$ cat src/rtl/core/scus_pkg.sv
`timescale 1ns / 1ps
// ----------------------------------------------------------------------------
// scus_pkg: shared types for the start-code unit splitter
// Scanner state, result item and result group types, reset state constant.
// ----------------------------------------------------------------------------
package scus_pkg;

	localparam int MaxResults = 4;

	typedef struct packed {
		logic [2:0][7:0] win;       // lookahead window, oldest at index 0
		logic [1:0]      win_cnt;   // bytes held in window
		logic [1:0]      seen;      // bytes taken, saturating at 3
		logic            in_first;  // still releasing the leading unit
		logic            keep;      // leading unit is emitted
		logic            unit_open; // a unit has started and not ended
	} scan_state_t;

	typedef struct packed {
		logic [7:0] out_byte;
		logic       unit_first;
		logic       unit_final;
		logic       run_last;
	} result_t;

	typedef result_t [MaxResults-1:0] res_group_t;

	localparam scan_state_t StateReset = '{
		win:       '0,
		win_cnt:   2'd0,
		seen:      2'd0,
		in_first:  1'b1,
		keep:      1'b0,
		unit_open: 1'b0
	};

endpackage

$ cat src/rtl/core/scus_step.sv
`timescale 1ns / 1ps
// ----------------------------------------------------------------------------
// scus_step: one-byte scan step
// Shifts a byte into the lookahead window, detects the 00 00 01 boundary,
// releases bytes with unit marks and flushes the window on the final byte.
// ----------------------------------------------------------------------------
module scus_step import scus_pkg::*; (
	input  scan_state_t cur,
	input  logic [7:0]  data,
	input  logic        fin,
	output scan_state_t nxt,
	output res_group_t  res,
	output logic [2:0]  res_cnt
);

	always_comb begin
		logic [2:0][7:0] w;
		logic [1:0]      c;
		logic [1:0]      i;
		logic            keep_n;
		logic            ifu;
		logic            uo;
		logic            drop;
		logic [2:0]      n;
		logic [1:0]      seen_n;
		logic [3:0]      sv;
		logic [3:0][7:0] sb;
		logic [3:0]      se;

		w    = cur.win;
		c    = cur.win_cnt;
		drop = 1'b0;

		// release from a full window, boundary when 00 00 is followed by 01
		sv[0] = (cur.win_cnt == 2'd3);
		sb[0] = cur.win[0];
		se[0] = (cur.win[1] == 8'h00) && (cur.win[2] == 8'h00) && (data == 8'h01);
		if (sv[0]) begin
			w[0] = cur.win[1];
			w[1] = cur.win[2];
			c    = 2'd2;
		end

		// leading unit kept only if it opens 00 00 xx with xx nonzero
		keep_n = cur.keep;
		if ((cur.seen == 2'd2) && (c == 2'd2)) begin
			keep_n = (w[0] == 8'h00) && (w[1] == 8'h00) && (data != 8'h00);
		end

		w[c] = data;
		c    = c + 2'd1;
		seen_n = (cur.seen == 2'd3) ? 2'd3 : cur.seen + 2'd1;

		// flush slots
		for (int k = 1; k < MaxResults; k++) begin
			i     = 2'(k - 1);
			sv[k] = fin && (i < c);
			sb[k] = w[i];
			se[k] = (i == c - 2'd1);
		end

		ifu = cur.in_first;
		uo  = cur.unit_open;
		n   = 3'd0;
		res = '0;
		for (int k = 0; k < MaxResults; k++) begin
			if (sv[k]) begin
				drop = ifu && !((k == 0) ? cur.keep : keep_n);
				if (se[k]) begin
					ifu = 1'b0;
				end
				if (!drop) begin
					res[n[1:0]] = '{out_byte: sb[k], unit_first: !uo,
						unit_final: se[k], run_last: 1'b0};
					uo = !se[k];
					n  = n + 3'd1;
				end
			end
		end
		if (n != 3'd0) begin
			res[2'(n - 3'd1)].run_last = 1'b1;
		end
		res_cnt = n;

		if (fin) begin
			nxt = StateReset;
		end else begin
			nxt = '{win: w, win_cnt: c, seen: seen_n, in_first: ifu,
				keep: keep_n, unit_open: uo};
		end
	end

endmodule

$ cat src/rtl/core/start_code_unit_splitter.sv
`timescale 1ns / 1ps
// ----------------------------------------------------------------------------
// start_code_unit_splitter: access-unit splitter on 00 00 01 start codes
// Byte-wide elementary stream in, bytes out with first/last unit marks.
// ----------------------------------------------------------------------------
// Takes one byte per cycle while in_stall is low. A byte passes an input
// register, the scan logic and a result group register, from which its
// results are shown. An ordinary byte causes at most one result; the final
// byte of a stream flushes the three-byte window and can cause up to four,
// which leave the result group register one per cycle while out_stall is
// low. A following byte that causes a result waits until they have all
// left. Bytes that cause no result never wait for the output side.
module start_code_unit_splitter import scus_pkg::*; (
	input  logic       clk,
	input  logic       arst_n,
	input  logic       in_valid,
	output logic       in_stall,
	input  logic [7:0] data_byte,
	input  logic       final_byte,
	output logic       out_valid,
	input  logic       out_stall,
	output logic [7:0] out_byte,
	output logic       unit_first,
	output logic       unit_final,
	output logic       run_last
);

	logic        valid_s1;
	logic [7:0]  byte_s1;
	logic        fin_s1;
	scan_state_t state_q;
	scan_state_t state_nxt;
	res_group_t  res;
	logic [2:0]  res_cnt;
	res_group_t  grp_q;
	logic [2:0]  grp_cnt_q;
	logic [1:0]  grp_idx_q;
	logic        take;
	logic        last_out;
	logic        grp_free;
	logic        adv;
	logic        in_take;

	scus_step u_step (
		.cur     (state_q),
		.data    (byte_s1),
		.fin     (fin_s1),
		.nxt     (state_nxt),
		.res     (res),
		.res_cnt (res_cnt)
	);

	assign out_valid  = (grp_cnt_q != 3'd0);
	assign out_byte   = grp_q[grp_idx_q].out_byte;
	assign unit_first = grp_q[grp_idx_q].unit_first;
	assign unit_final = grp_q[grp_idx_q].unit_final;
	assign run_last   = grp_q[grp_idx_q].run_last;

	assign take     = out_valid && !out_stall;
	assign last_out = ({1'b0, grp_idx_q} == grp_cnt_q - 3'd1);
	assign grp_free = !out_valid || (take && last_out);
	assign adv      = valid_s1 && ((res_cnt == 3'd0) || grp_free);
	assign in_stall = valid_s1 && !adv;
	assign in_take  = in_valid && !in_stall;

	always_ff @(posedge clk or negedge arst_n) begin
		if (!arst_n) begin
			valid_s1 <= 1'b0;
		end else if (in_take) begin
			valid_s1 <= 1'b1;
		end else if (adv) begin
			valid_s1 <= 1'b0;
		end
	end

	always_ff @(posedge clk) begin
		if (in_take) begin
			byte_s1 <= data_byte;
			fin_s1  <= final_byte;
		end
	end

	always_ff @(posedge clk or negedge arst_n) begin
		if (!arst_n) begin
			state_q <= StateReset;
		end else if (adv) begin
			state_q <= state_nxt;
		end
	end

	always_ff @(posedge clk or negedge arst_n) begin
		if (!arst_n) begin
			grp_cnt_q <= 3'd0;
			grp_idx_q <= 2'd0;
		end else if (adv && (res_cnt != 3'd0)) begin
			grp_cnt_q <= res_cnt;
			grp_idx_q <= 2'd0;
		end else if (take) begin
			if (last_out) begin
				grp_cnt_q <= 3'd0;
				grp_idx_q <= 2'd0;
			end else begin
				grp_idx_q <= grp_idx_q + 2'd1;
			end
		end
	end

	always_ff @(posedge clk) begin
		if (adv && (res_cnt != 3'd0)) begin
			grp_q <= res;
		end
	end

`ifndef NO_ASSERTIONS
	a_idx_in_group: assert property (@(posedge clk) disable iff (!arst_n)
		out_valid |-> ({1'b0, grp_idx_q} < grp_cnt_q))
		else $error("result index beyond group count");

	a_stall_needs_item: assert property (@(posedge clk) disable iff (!arst_n)
		in_stall |-> valid_s1)
		else $error("input stalled with empty input register");

	a_flush_resets: assert property (@(posedge clk) disable iff (!arst_n)
		(adv && fin_s1) |=> (state_q.win_cnt == 2'd0) && state_q.in_first)
		else $error("scanner not back to stream start after final byte");

	a_window_le_seen: assert property (@(posedge clk) disable iff (!arst_n)
		state_q.win_cnt <= state_q.seen)
		else $error("window holds more bytes than were taken");
`endif

endmodule
$ cat config.mk
export PLATFORM = sky130hd
export DESIGN_NAME = start_code_unit_splitter
export DESIGN_NICKNAME = d
export VERILOG_FILES = /design/src/rtl/core/scus_pkg.sv /design/src/rtl/core/scus_step.sv /design/src/rtl/core/start_code_unit_splitter.sv
export SDC_FILE = /design/constraint.sdc
export NUM_CORES = 1
export LEC_CHECK = 0
export BUFFER_PORTS_ARGS = -buffer_cell sky130_fd_sc_hd__buf_4
export CORE_MARGIN = 2
export CORE_UTILIZATION = 55
export CTS_CLUSTER_DIAMETER = 50
export DETAILED_ROUTE_END_ITERATION = 7
export PLACE_DENSITY = 0.73
export SLEW_MARGIN = 20
export SYNTH_ARGS = -nofsm -noshare
export SYNTH_HDL_FRONTEND = slang
export SYNTH_SLANG_ARGS = --single-unit
$ cat constraint.sdc
create_clock -name clk -period 7.04 [get_ports clk]
set_input_delay 1.408 -clock clk [delete_from_list [all_inputs] [get_ports clk]]
set_output_delay 1.408 -clock clk [all_outputs]
set_load 0.05 [all_outputs]
== Word-level counts from Yosys, hierarchy flattened ==
Cells that the tools add are included.
Operators by class
  add/sub/neg operators: 9
  order comparisons: 14
  equal/unequal tests: 8
  multiplexer cells: 63
  reductions and logical operators: 52
Operators with widths (number)
  $mux W44: 7
  $bwmux W44: 4
  $demux W11 S2: 4
  $mux W11: 6
  $logic_not A8 Y1: 4
  $mux W31: 1
  $mux W3: 10
  $bwmux W24: 1
  $logic_and A1 B1 Y1: 23
  $bmux W11 S2: 1
  $mux W1: 21
  $lt A2 B3 Y1 const B: 6
  $demux W8 S2: 1
  $mux W16: 1
  $logic_not A1 Y1: 14
  $ge A2 B1 Y1 const B: 5
  $mux W2: 5
  $add A3 B1 Y3 const B: 3
  $eq A2 B2 Y1 const B: 4
  $eq A8 B1 Y1 const B: 1
  $mux W8: 1
  $reduce_bool A8 Y1: 1
  $add A2 B1 Y2 const B: 3
  $reduce_bool A2 Y1: 3
  12 further kinds: 16
Storage, ports and cells
  bits in registers: 90
  input bits: 13
  output and inout port bits: 13
  logic and storage cells: 175

== Depth between registers and ports, before layout ==
Gate-level depths: netlist of run 1.
  depth after elaboration: 24
  mapped depth: 19
  gate-level depth less buffers: 17

== Modules after synthesis ==
From an unflattened synthesis of run 1, not the netlist that was laid out.
Second synthesis, totals
  cell total of the unflattened synthesis: 486
  area, all modules: 5445.2 um2
Modules (own cells, without submodules)
  start_code_unit_splitter: times used 1, cells an instance 172, area an instance 3503.4 um2, sequential area each 2518.7 um2
  scus_step: times used 1, cells an instance 314, area an instance 1941.9 um2, sequential area each 0.0 um2

== Worst setup path before layout of run 1 ==
No wires, ideal clock.
  path kind: reg-to-output
  start point: register state_q[28] (netlist name)
  end point: output port in_stall
  data arrival time: 4.341 ns
  data required time: 5.632 ns
  slack: 1.291 ns
  stages on the path, launching flop included: 18
  buffers on the path: 0
  cells stage by stage: dfrtp_1 > nor4_1 > nand3_1 > a2111oi_4 > or2_2 > ha_1 > a21o_1 > ha_1 > nor2_1 > a21o_1 > ha_1 > xor2_1 > a22oi_1 > and3_1 > o21ai_0 > o211a_2 > or3_1 > and3_1
On the way
  cells in the longest elaborated chain, start to end: 20
  elaborated cells between the ends (all ways): 31
  classes of those cells: add/sub: 2; mux: 14; reduce/logical: 15
Ends and longest elaborated chain
  start: declaration: RTL line start_code_unit_splitter.sv:31  | scan_state_t state_q;
  start signal: assignment: RTL line start_code_unit_splitter.sv:85  | state_q <= StateReset;
  start signal: assignment: RTL line start_code_unit_splitter.sv:87  | state_q <= state_nxt;
  $mux W16: RTL line scus_step.sv:38  | if (sv[0]) begin
  $logic_not A8 Y1: RTL line scus_step.sv:47  | keep_n = (w[0] == 8'h00) && (w[1] == 8'h00) && (data != 8'h00);
  $logic_and A1 B1 Y1 (2 in a row): RTL line scus_step.sv:47
  $mux W1: RTL line scus_step.sv:46  | if ((cur.seen == 2'd2) && (c == 2'd2)) begin
  $logic_not A1 Y1: RTL line scus_step.sv:68  | drop = ifu && !((k == 0) ? cur.keep : keep_n);
  $logic_and A1 B1 Y1: RTL line scus_step.sv:68
  $mux W3: RTL line scus_step.sv:72  | if (!drop) begin
  $mux W3: RTL line scus_step.sv:67  | if (sv[k]) begin
  [3 not listed]
  $add A3 B1 Y3: RTL line scus_step.sv:76  | n = n + 3'd1;
  $mux W3: RTL line scus_step.sv:72
  $mux W3 *: RTL line scus_step.sv:67
  $logic_not A3 Y1 *: RTL line start_code_unit_splitter.sv:62  | assign adv = valid_s1 && ((res_cnt == 3'd0) || grp_free);
  $logic_or A1 B1 Y1 *: RTL line start_code_unit_splitter.sv:62
  $logic_and A1 B1 Y1 *: RTL line start_code_unit_splitter.sv:62
  $logic_not A1 Y1 *: RTL line start_code_unit_splitter.sv:63  | assign in_stall = valid_s1 && !adv;
  $logic_and A1 B1 Y1 *: RTL line start_code_unit_splitter.sv:63
  end: declaration: RTL line start_code_unit_splitter.sv:17  | output logic in_stall,
Mark *: on every way between the ends. The rest lies on a longest branch, timed or not.

== Final worst setup path of run 1 ==
Same ends and word-level chain as after synthesis.

==> key figures, run 1 <==
Status
  • Run status: finished, final reports clean

GRT
  • Initial antenna violation count: 0
  • Vias in the first global route: a little under 4,000
  • Wire length of the first global-routing pass: 21,100 um
  • Overall global routing resource usage: between 20% and 30%
  • Largest net degree at the start of global routing: between 40 and 50
  • Overall overflow remaining after global route: 0

Routing
  • Residual DRC: 0
  • Total number of vias: just over 4,000
  • Post-DRT Antenna Nets: 0
  • Length of the first detailed-routing pass in iterations: 6
  • Initial DRC Count: about 440
  • Wire length after detailed routing: 12,700 um
  • DR vias/cell: 6.36
  • Routed wirelength normalized by instance count: 19.7 um

Critical path
  • Cell family with the largest share of critical-path delay: simple AND/OR/NAND/NOR gates
  • Combined buffer and inverter count along the critical path: 1
  • Cell seen most often among critical-path stages: sky130_fd_sc_hd__ha_1
  • Critical Path Start: state_q[28]$_DFFE_PN0N_
  • R2R Path Start: state_q[28]$_DFFE_PN0N_
  • CP max FO: 7
  • Critical path data arrival time: 5290 ps
  • Critical Path Start Type: flip-flop
  • Critical path start-end classification: reg2out
  • Req. time, crit path: between 5000 and 6000 ps
  • Slowest cell on the critical path: sky130_fd_sc_hd__a2111oi_4
  • Cells along the critical path: nor4_2 > nand3_1 > a2111oi_4 > or2_2 > ha_1 > a21o_1 > ha_1 > nor2_1 > a21o_1 > ha_1 > xor2_1 > a22oi_1 > and3_1 > o21ai_0 > o211a_2 > or3_1 > and3_1 > buf_4
  • Max stage delay on crit path: 570 ps
  • Crit end category: output port

Cells and area
  • Footprint of the multi-input gates: 2730 um^2
  • Reg area: 2520 um^2
  • Synthesis-to-layout area growth: 8.80%
  • Final antenna diode count: 0
  • Finished Layout Cells: between 600 and 700
  • Fill count: 787
  • Net count reported at finish: 532
  • Share of layout cells above drive strength 1: between 20 and 25%

Synthesis
  • Sequential-to-total area share from yosys stat: 46.5%
  • Flops & latches, synth: 90
  • Number of distinct library cells after synthesis: 54
  • Most common flop cell mapped by yosys: sky130_fd_sc_hd__edfxtp_1
  • Number of instances in the synthesized netlist: approximately 500
  • Fraction of registers with async set or reset after synthesis: 41.1%
  • Yosys warnings: 0
  • Number of enable flip-flop cells after synthesis: 53
  • Post-synthesis cell area: between 5000 and 6000 um^2
  • Mean area per synthesized cell: 10.9 um^2

Power
  • Part of the total power dissipated in sequential elements: 45.2%
  • Leakage power summed over all cells: 2.16 nW
  • Sw Ratio: 37.8%
  • Relative contribution of combinational cells to total power: 32.9%
  • Internal power component: 1.02 mW
  • Power per cell area: 278 nW/um^2
  • NetSw: 619 uW
  • Clock Power Share: roughly 22%
  • Max rail drop VDD: 163 uV

Floorplanning
  • Number of placement rows: 36
  • Effective utilization at floorplan: 56.0%
  • Number of ports placed on the die boundary: 26
  • Die Y: 103 um
  • Area of the die: 10,700 um^2
  • Core outline area: between 9000 and 10,000 um^2
  • Width of the chip: between 100 and 150 um

Clocking
  • TritonCTS sink count: 90
  • H-tree depth: 3
  • Maximum buffer depth of the clock tree: 2
  • CTS tree: done
  • Number of buffers created by CTS: 9
  • Clock-pin slew reported for the worst setup and hold paths after clock tree synthesis: roughly 90 ps
  • Buffer cell driving the clock tree root: sky130_fd_sc_hd__clkbuf_8
  • Latest clock arrival within the worst-skew pair: 380 ps

STA
  • Slew @ Worst Pin: 1040 ps
  • Tcrit/Tclk final: 95.2%
  • Highest Clock Rate: around 150 MHz
  • Max transition margin: 30.4%
  • Final setup viols: 0
  • Final number of max-transition violations: 0
  • Setup TNS: 0 ps
  • Setup repair after global routing missed its margin: false
  • Number of failing hold endpoints at the final stage: 0
  • Clock Skews: approximately 16 ps
  • Final setup slack of the worst path: 338 ps
  • Shortest period the worst path allows: 6700 ps

Placed design
  • Detailed Place HPWL: 8970 um
  • Number of placed instances, taps included: 630
  • Worst setup slack after placement: 645 ps
  • Count of buffers from port buffering: 25
  • Routability-driven placement congestion ratio: 0.889

Worst hold path
  • Hold Crit Class: reg2reg
  • Critical hold path startpoint: grp_cnt_q[1]$_DFFE_PN0P_

Job
  • Total of max-cap violations: 0
[synthesized netlist by cell type (all sizes together), types with 10 or more instances]
cell	instances	share of area, %
buf	12	1.3
clkbuf	19	1.3
dfrtp	36	17
edfxtp	53	29
ha	11	2.5
inv	14	0.97
mux2	34	8.8
mux2i	25	4.6
mux4	11	4.6
nand2	50	3.5
nand3	15	1.4
nor2	59	4.1
o21ai	40	3.7
o221ai	10	1.7
[kinds of logic after synthesis]
group                      share of synthesized area, %
and+or+nand+nor                                    12.9
AOI/OAI and AO/OA                                  15.4
DFF                                                46.5
muxes                                              18.0
buffers and inverters                              3.67
adders and majority gates                          2.54
xor gates and xnor gates                          0.970
other                                            0.0692
[cells in the final DEF (no fill, tap or decap), types with 8 or more instances in the layout]
cell / count
sky130_fd_sc_hd__mux2_4: 25
sky130_fd_sc_hd__mux4_2: 11
sky130_fd_sc_hd__a21oi_1: 9
sky130_fd_sc_hd__nand2_1: 50
sky130_fd_sc_hd__mux2i_1: 25
sky130_fd_sc_hd__dfrtp_1: 35
sky130_fd_sc_hd__nor2_1: 59
sky130_fd_sc_hd__clkbuf_8: 9
sky130_fd_sc_hd__inv_1: 14
sky130_fd_sc_hd__o311ai_0: 8
sky130_fd_sc_hd__a31o_2: 9
sky130_fd_sc_hd__mux2_2: 9
sky130_fd_sc_hd__o221ai_1: 9
sky130_fd_sc_hd__ha_1: 11
sky130_fd_sc_hd__o21ai_0: 38
sky130_fd_sc_hd__buf_4: 30
sky130_fd_sc_hd__nand3_1: 15
sky130_fd_sc_hd__edfxtp_1: 53
[metal layers]
layer  up-vias  track usage (%)  part of all wire, %
met5         -                0                    0
met1      2017             39.8                   48
met4         0             7.49                  1.5
met3        21             4.84                  5.7
met2       174             38.3                   45
li1       1895                -                    -
[worst paths after layout]
check	slack (ps)	to	cells after the start
worst max-delay path	340	in_stall	18
worst min-delay path	550	grp_cnt_q[1]$_DFFE_PN0P_	2
worst max register to register	1650	grp_q[41]$_DFFE_PN_	16
worst min register to register	550	grp_cnt_q[1]$_DFFE_PN0P_	2
max in group asynchronous	5690	state_q[6]$_DFFE_PN0N_	1
min in group asynchronous	990	valid_s1$_DFFE_PN0P_	1
[cell type report]
| cell class | count | area share, % |
|---|---|---|
| Clock buffer | 9 | 2.10 |
| Inverter | 15 | 0.955 |
| Timing Repair Buffer | 30 | 3.82 |
| Tap cell | 133 | 2.82 |
| Multi-Input combinational cell | 362 | 46.3 |
| Sequential cell | 90 | 42.7 |
| Clock inverter | 7 | 1.29 |
[tightest hold or removal path: cells and delay by family, from the launching register on]
kind             cells  cell delay [ps]
flip-flops           1              390
AND/OR/NAND/NOR      1               60
AO/OA/AOI/OAI        1               60
[registers in the layout, indices dropped and copies added, names as in the netlist]
name       cells
byte_s1        8
grp_idx_q      2
valid_s1       1
fin_s1         1
grp_q         44
grp_cnt_q      3
state_q       31
[metrics by stage]
stage | utilization [%] | power, mW | hold WS [ps] | cell area (um^2)
final | 60.9 | 1.64 | 547 | 5900
after detailed placement | 58.6 | 1.27 | 535 | 5680
after global placement | 58.6 | 1.26 | 519 | 5680
after global routing | 60.9 | 1.73 | 578 | 5900
after CTS | 60.7 | 1.63 | 549 | 5880
after floorplan | - | 1.12 | 496 | 5420
[power groups by stage]
stage	logic (mW)	clock network, mW	registers (mW)
2_1_floorplan	0.449	0	0.676
3_3_place_gp	0.518	0	0.741
3_5_place_dp	0.524	0	0.745
4_1_cts	0.528	0.367	0.734
5_1_grt	0.583	0.391	0.753
6_report	0.539	0.359	0.740
[what timing repair did]
item	4_1_cts	5_1_grt
setup endpoints to repair	0	1
buffers inserted	0	0
hold buffers	0	0
resized for setup	0	4
(Power assumes the default switching activity.)
==> run 2: changes to the inputs <==
--- a/config.mk
+++ b/config.mk
@@ -12,5 +12,4 @@
 export DETAILED_ROUTE_END_ITERATION = 7
 export PLACE_DENSITY = 0.73
-export SLEW_MARGIN = 20
 export SYNTH_ARGS = -nofsm -noshare
 export SYNTH_HDL_FRONTEND = slang
==> constraint.sdc (replaced) <==
create_clock -name clk -period 7.04 [get_ports clk]
set_input_delay 0.704 -clock clk [delete_from_list [all_inputs] [get_ports clk]]
set_output_delay 0.704 -clock clk [all_outputs]
set_load 0.05 [all_outputs]
==> run 2 against run 1 <==
Effect of this change:
- register-to-register slack got worse by 270 ps
- critical path type unchanged
- global-route usage decreased by 1.9 points
- routed wire length decreased by 3.6%
- count of clock-buffer cells in the layout increased by 2
- die area unchanged
- clock power about the same
- first-iteration DRC count decreased by 13%
==> key figures, run 2 (synthesis results as in run 1) <==
Floorplanning
  • Effective utilization at floorplan: approximately 56%
  • Area of the die: 10,700 um^2
  • Number of ports placed on the die boundary: 26
  • Die Y: 103 um
  • Number of placement rows: 36
  • Core outline area: between 9000 and 10,000 um^2
  • Width of the chip: 103 um

STA
  • Hold WS: around 300 ps
  • Setup TNS: 0 ps
  • Max transition margin: 28.6%
  • Shortest period the worst path allows: 6260 ps
  • Final number of max-transition violations: 0
  • Number of failing hold endpoints at the final stage: 0
  • Tcrit/Tclk final: 88.9%
  • Clock Skews: 14.0 ps
  • Highest Clock Rate: 160 MHz
  • Setup repair after global routing missed its margin: false
  • Final setup viols: 0
  • Slew @ Worst Pin: approximately 1100 ps
  • Final setup slack of the worst path: 785 ps

Cells and area
  • Synthesis-to-layout area growth: 8.33%
  • Register with the highest flop count: grp_q
  • Share of layout cells above drive strength 1: 20.7%
  • Registers with the highest flip-flop counts: grp_q (44), state_q (31), byte_s1 (8)
  • Fill count: 793
  • Net count reported at finish: 532
  • Most frequent standard cell in the layout excluding fill and tap cells: sky130_fd_sc_hd__nor2_1
  • Final antenna diode count: 0
  • Flip-flop count of the largest register, all copies and words added: 44
  • Finished Layout Cells: around 650
  • Leading cell types in the layout, fill and taps excluded: sky130_fd_sc_hd__nor2_1 (59), sky130_fd_sc_hd__edfxtp_1 (53), sky130_fd_sc_hd__nand2_1 (50)

Critical path
  • Critical Path Start Type: flip-flop
  • Reg-to-reg endpoint: grp_q[20]$_DFFE_PN_
  • Critical path start-end classification: reg2out
  • Critical Path Start: state_q[5]$_DFFE_PN0N_
  • Req. time, crit path: about 6300 ps
  • Crit end category: output port
  • Critical path data arrival time: 5550 ps
  • R2R Path Start: state_q[5]$_DFFE_PN0N_
  • Reg2Reg Depth: 16
  • Crit path capture: in_stall
  • Setup slack on the worst flop-to-flop path: 1380 ps
  • CP max FO: 25

Routing
  • Length of the first detailed-routing pass in iterations: 5
  • Routed wirelength normalized by instance count: 19.0 um
  • Total number of vias: 4,024
  • DR vias/cell: between 6 and 7
  • Residual DRC: 0
  • Initial DRC Count: 386
  • Post-DRT Antenna Nets: 0
  • Wire length after detailed routing: 12,300 um

Power
  • Power per cell area: 276 nW/um^2
  • Relative contribution of combinational cells to total power: 32.7%
  • Internal power component: 1.02 mW
  • Part of the total power dissipated in sequential elements: 45.3%
  • NetSw: 606 uW
  • Sw Ratio: 37.3%
  • Leakage power summed over all cells: between 2 and 2.5 nW
  • Max rail drop VDD: between 150 and 200 uV
  • Clock Power Share: 22.0%

Placed design
  • Count of buffers from port buffering: 25
  • Detailed Place HPWL: 8640 um
  • Routability-driven placement congestion ratio: 0.963
  • Number of placed instances, taps included: 630
  • Worst setup slack after placement: 1260 ps

Clocking
  • H-tree depth: 3
  • Number of buffers created by CTS: 9
  • Clock-pin slew reported for the worst setup and hold paths after clock tree synthesis: 90 ps
  • Buffer cell driving the clock tree root: sky130_fd_sc_hd__clkbuf_8
  • CTS tree: done
  • Post-cts resize count: 0
  • Latest clock arrival within the worst-skew pair: about 370 ps
  • Post-CTS Hold Fix Bufs: 0
  • Maximum buffer depth of the clock tree: 2
  • TritonCTS sink count: 90
  • Post-CTS Repair Setup Buffers: 0

Status
  • Run status: finished, final reports clean

GRT
  • Wire length of the first global-routing pass: 19,700 um
  • Initial antenna violation count: 0
  • Vias in the first global route: roughly 3,700
  • Overall overflow remaining after global route: 0
  • Overall global routing resource usage: between 20% and 30%
  • Largest net degree at the start of global routing: 49

Worst hold path
  • Hold Crit Class: in2async

Job
  • Total of max-cap violations: 0
## run 2: cell types whose count changed in the layout (fill, tap and decap cells not counted), sizes merged
cell | before | now
clkbuf | 9 | 11
clkinv | 4 | 2
inv | 16 | 15
clkinvlp | 1 | 2
## run 2: per-stage QoR
stage | cell area, um^2 | power (mW) | utilization, %
2_1_floorplan | 5420 | 1.12 | -
3_3_place_gp | 5680 | 1.25 | 58.6
3_5_place_dp | 5680 | 1.26 | 58.6
4_1_cts | 5870 | 1.61 | 60.6
5_1_grt | 5870 | 1.70 | 60.6
6_report | 5870 | 1.62 | 60.6
## run 2: per-layer routing
layer	vias to the layer above	share of wire, %	GRT usage (%)
li1	1892	-	-
met1	1944	48	37.8
met2	163	44	34.3
met3	25	7.0	5.04
met4	0	1.9	6.28
met5	-	0	0
## run 2: worst min-delay path by stage
stage / endpoint / depth (start not counted) / start / slack (ps)
after floorplan: grp_cnt_q[0]$_DFFE_PN0P_ / 0 / arst_n / 410
after global placement: grp_cnt_q[1]$_DFFE_PN0P_ / 2 / grp_cnt_q[1]$_DFFE_PN0P_ / 520
after detailed placement: grp_cnt_q[1]$_DFFE_PN0P_ / 2 / grp_cnt_q[1]$_DFFE_PN0P_ / 530
after CTS: state_q[4]$_DFFE_PN0N_ / 1 / arst_n / 320
after global routing: grp_cnt_q[2]$_DFFE_PN0P_ / 1 / arst_n / 330
final: grp_cnt_q[2]$_DFFE_PN0P_ / 1 / arst_n / 300
## run 2: worst max-delay path: stages (launching register included)
cell                      delay, ps
sky130_fd_sc_hd__dfrtp_1        900
sky130_fd_sc_hd__and2_1         280
sky130_fd_sc_hd__nand4_1        130
sky130_fd_sc_hd__o31ai_1        610
sky130_fd_sc_hd__or2_2          250
sky130_fd_sc_hd__ha_1           270
sky130_fd_sc_hd__a21o_1         210
sky130_fd_sc_hd__ha_1           300
sky130_fd_sc_hd__nor2_1          50
sky130_fd_sc_hd__a21o_1         190
sky130_fd_sc_hd__ha_1           230
sky130_fd_sc_hd__xor2_1         160
sky130_fd_sc_hd__a22oi_1        310
sky130_fd_sc_hd__and3_1         220
sky130_fd_sc_hd__o21ai_0         80
sky130_fd_sc_hd__o211a_2        220
sky130_fd_sc_hd__or3_1          400
sky130_fd_sc_hd__and3_1         180
sky130_fd_sc_hd__buf_4          180
## run 2: cell type report
class	instances	area [um^2]	share of cell area (%)
Clock buffer	11	131	2.24
Clock inverter	5	62.6	1.07
Inverter	15	56.3	0.959
Multi-Input combinational cell	362	2710	46.2
Sequential cell	90	2520	42.9
Tap cell	133	166	2.83
Timing Repair Buffer	30	225	3.84
## run 2: power groups by stage
stage                     combinational [mW]  clock, mW  sequential, mW
after floorplan                        0.449          0           0.676
after global placement                 0.513          0           0.740
after detailed placement               0.519          0           0.744
after CTS                              0.523      0.359           0.732
after global routing                   0.571      0.382           0.747
final                                  0.531      0.357           0.734
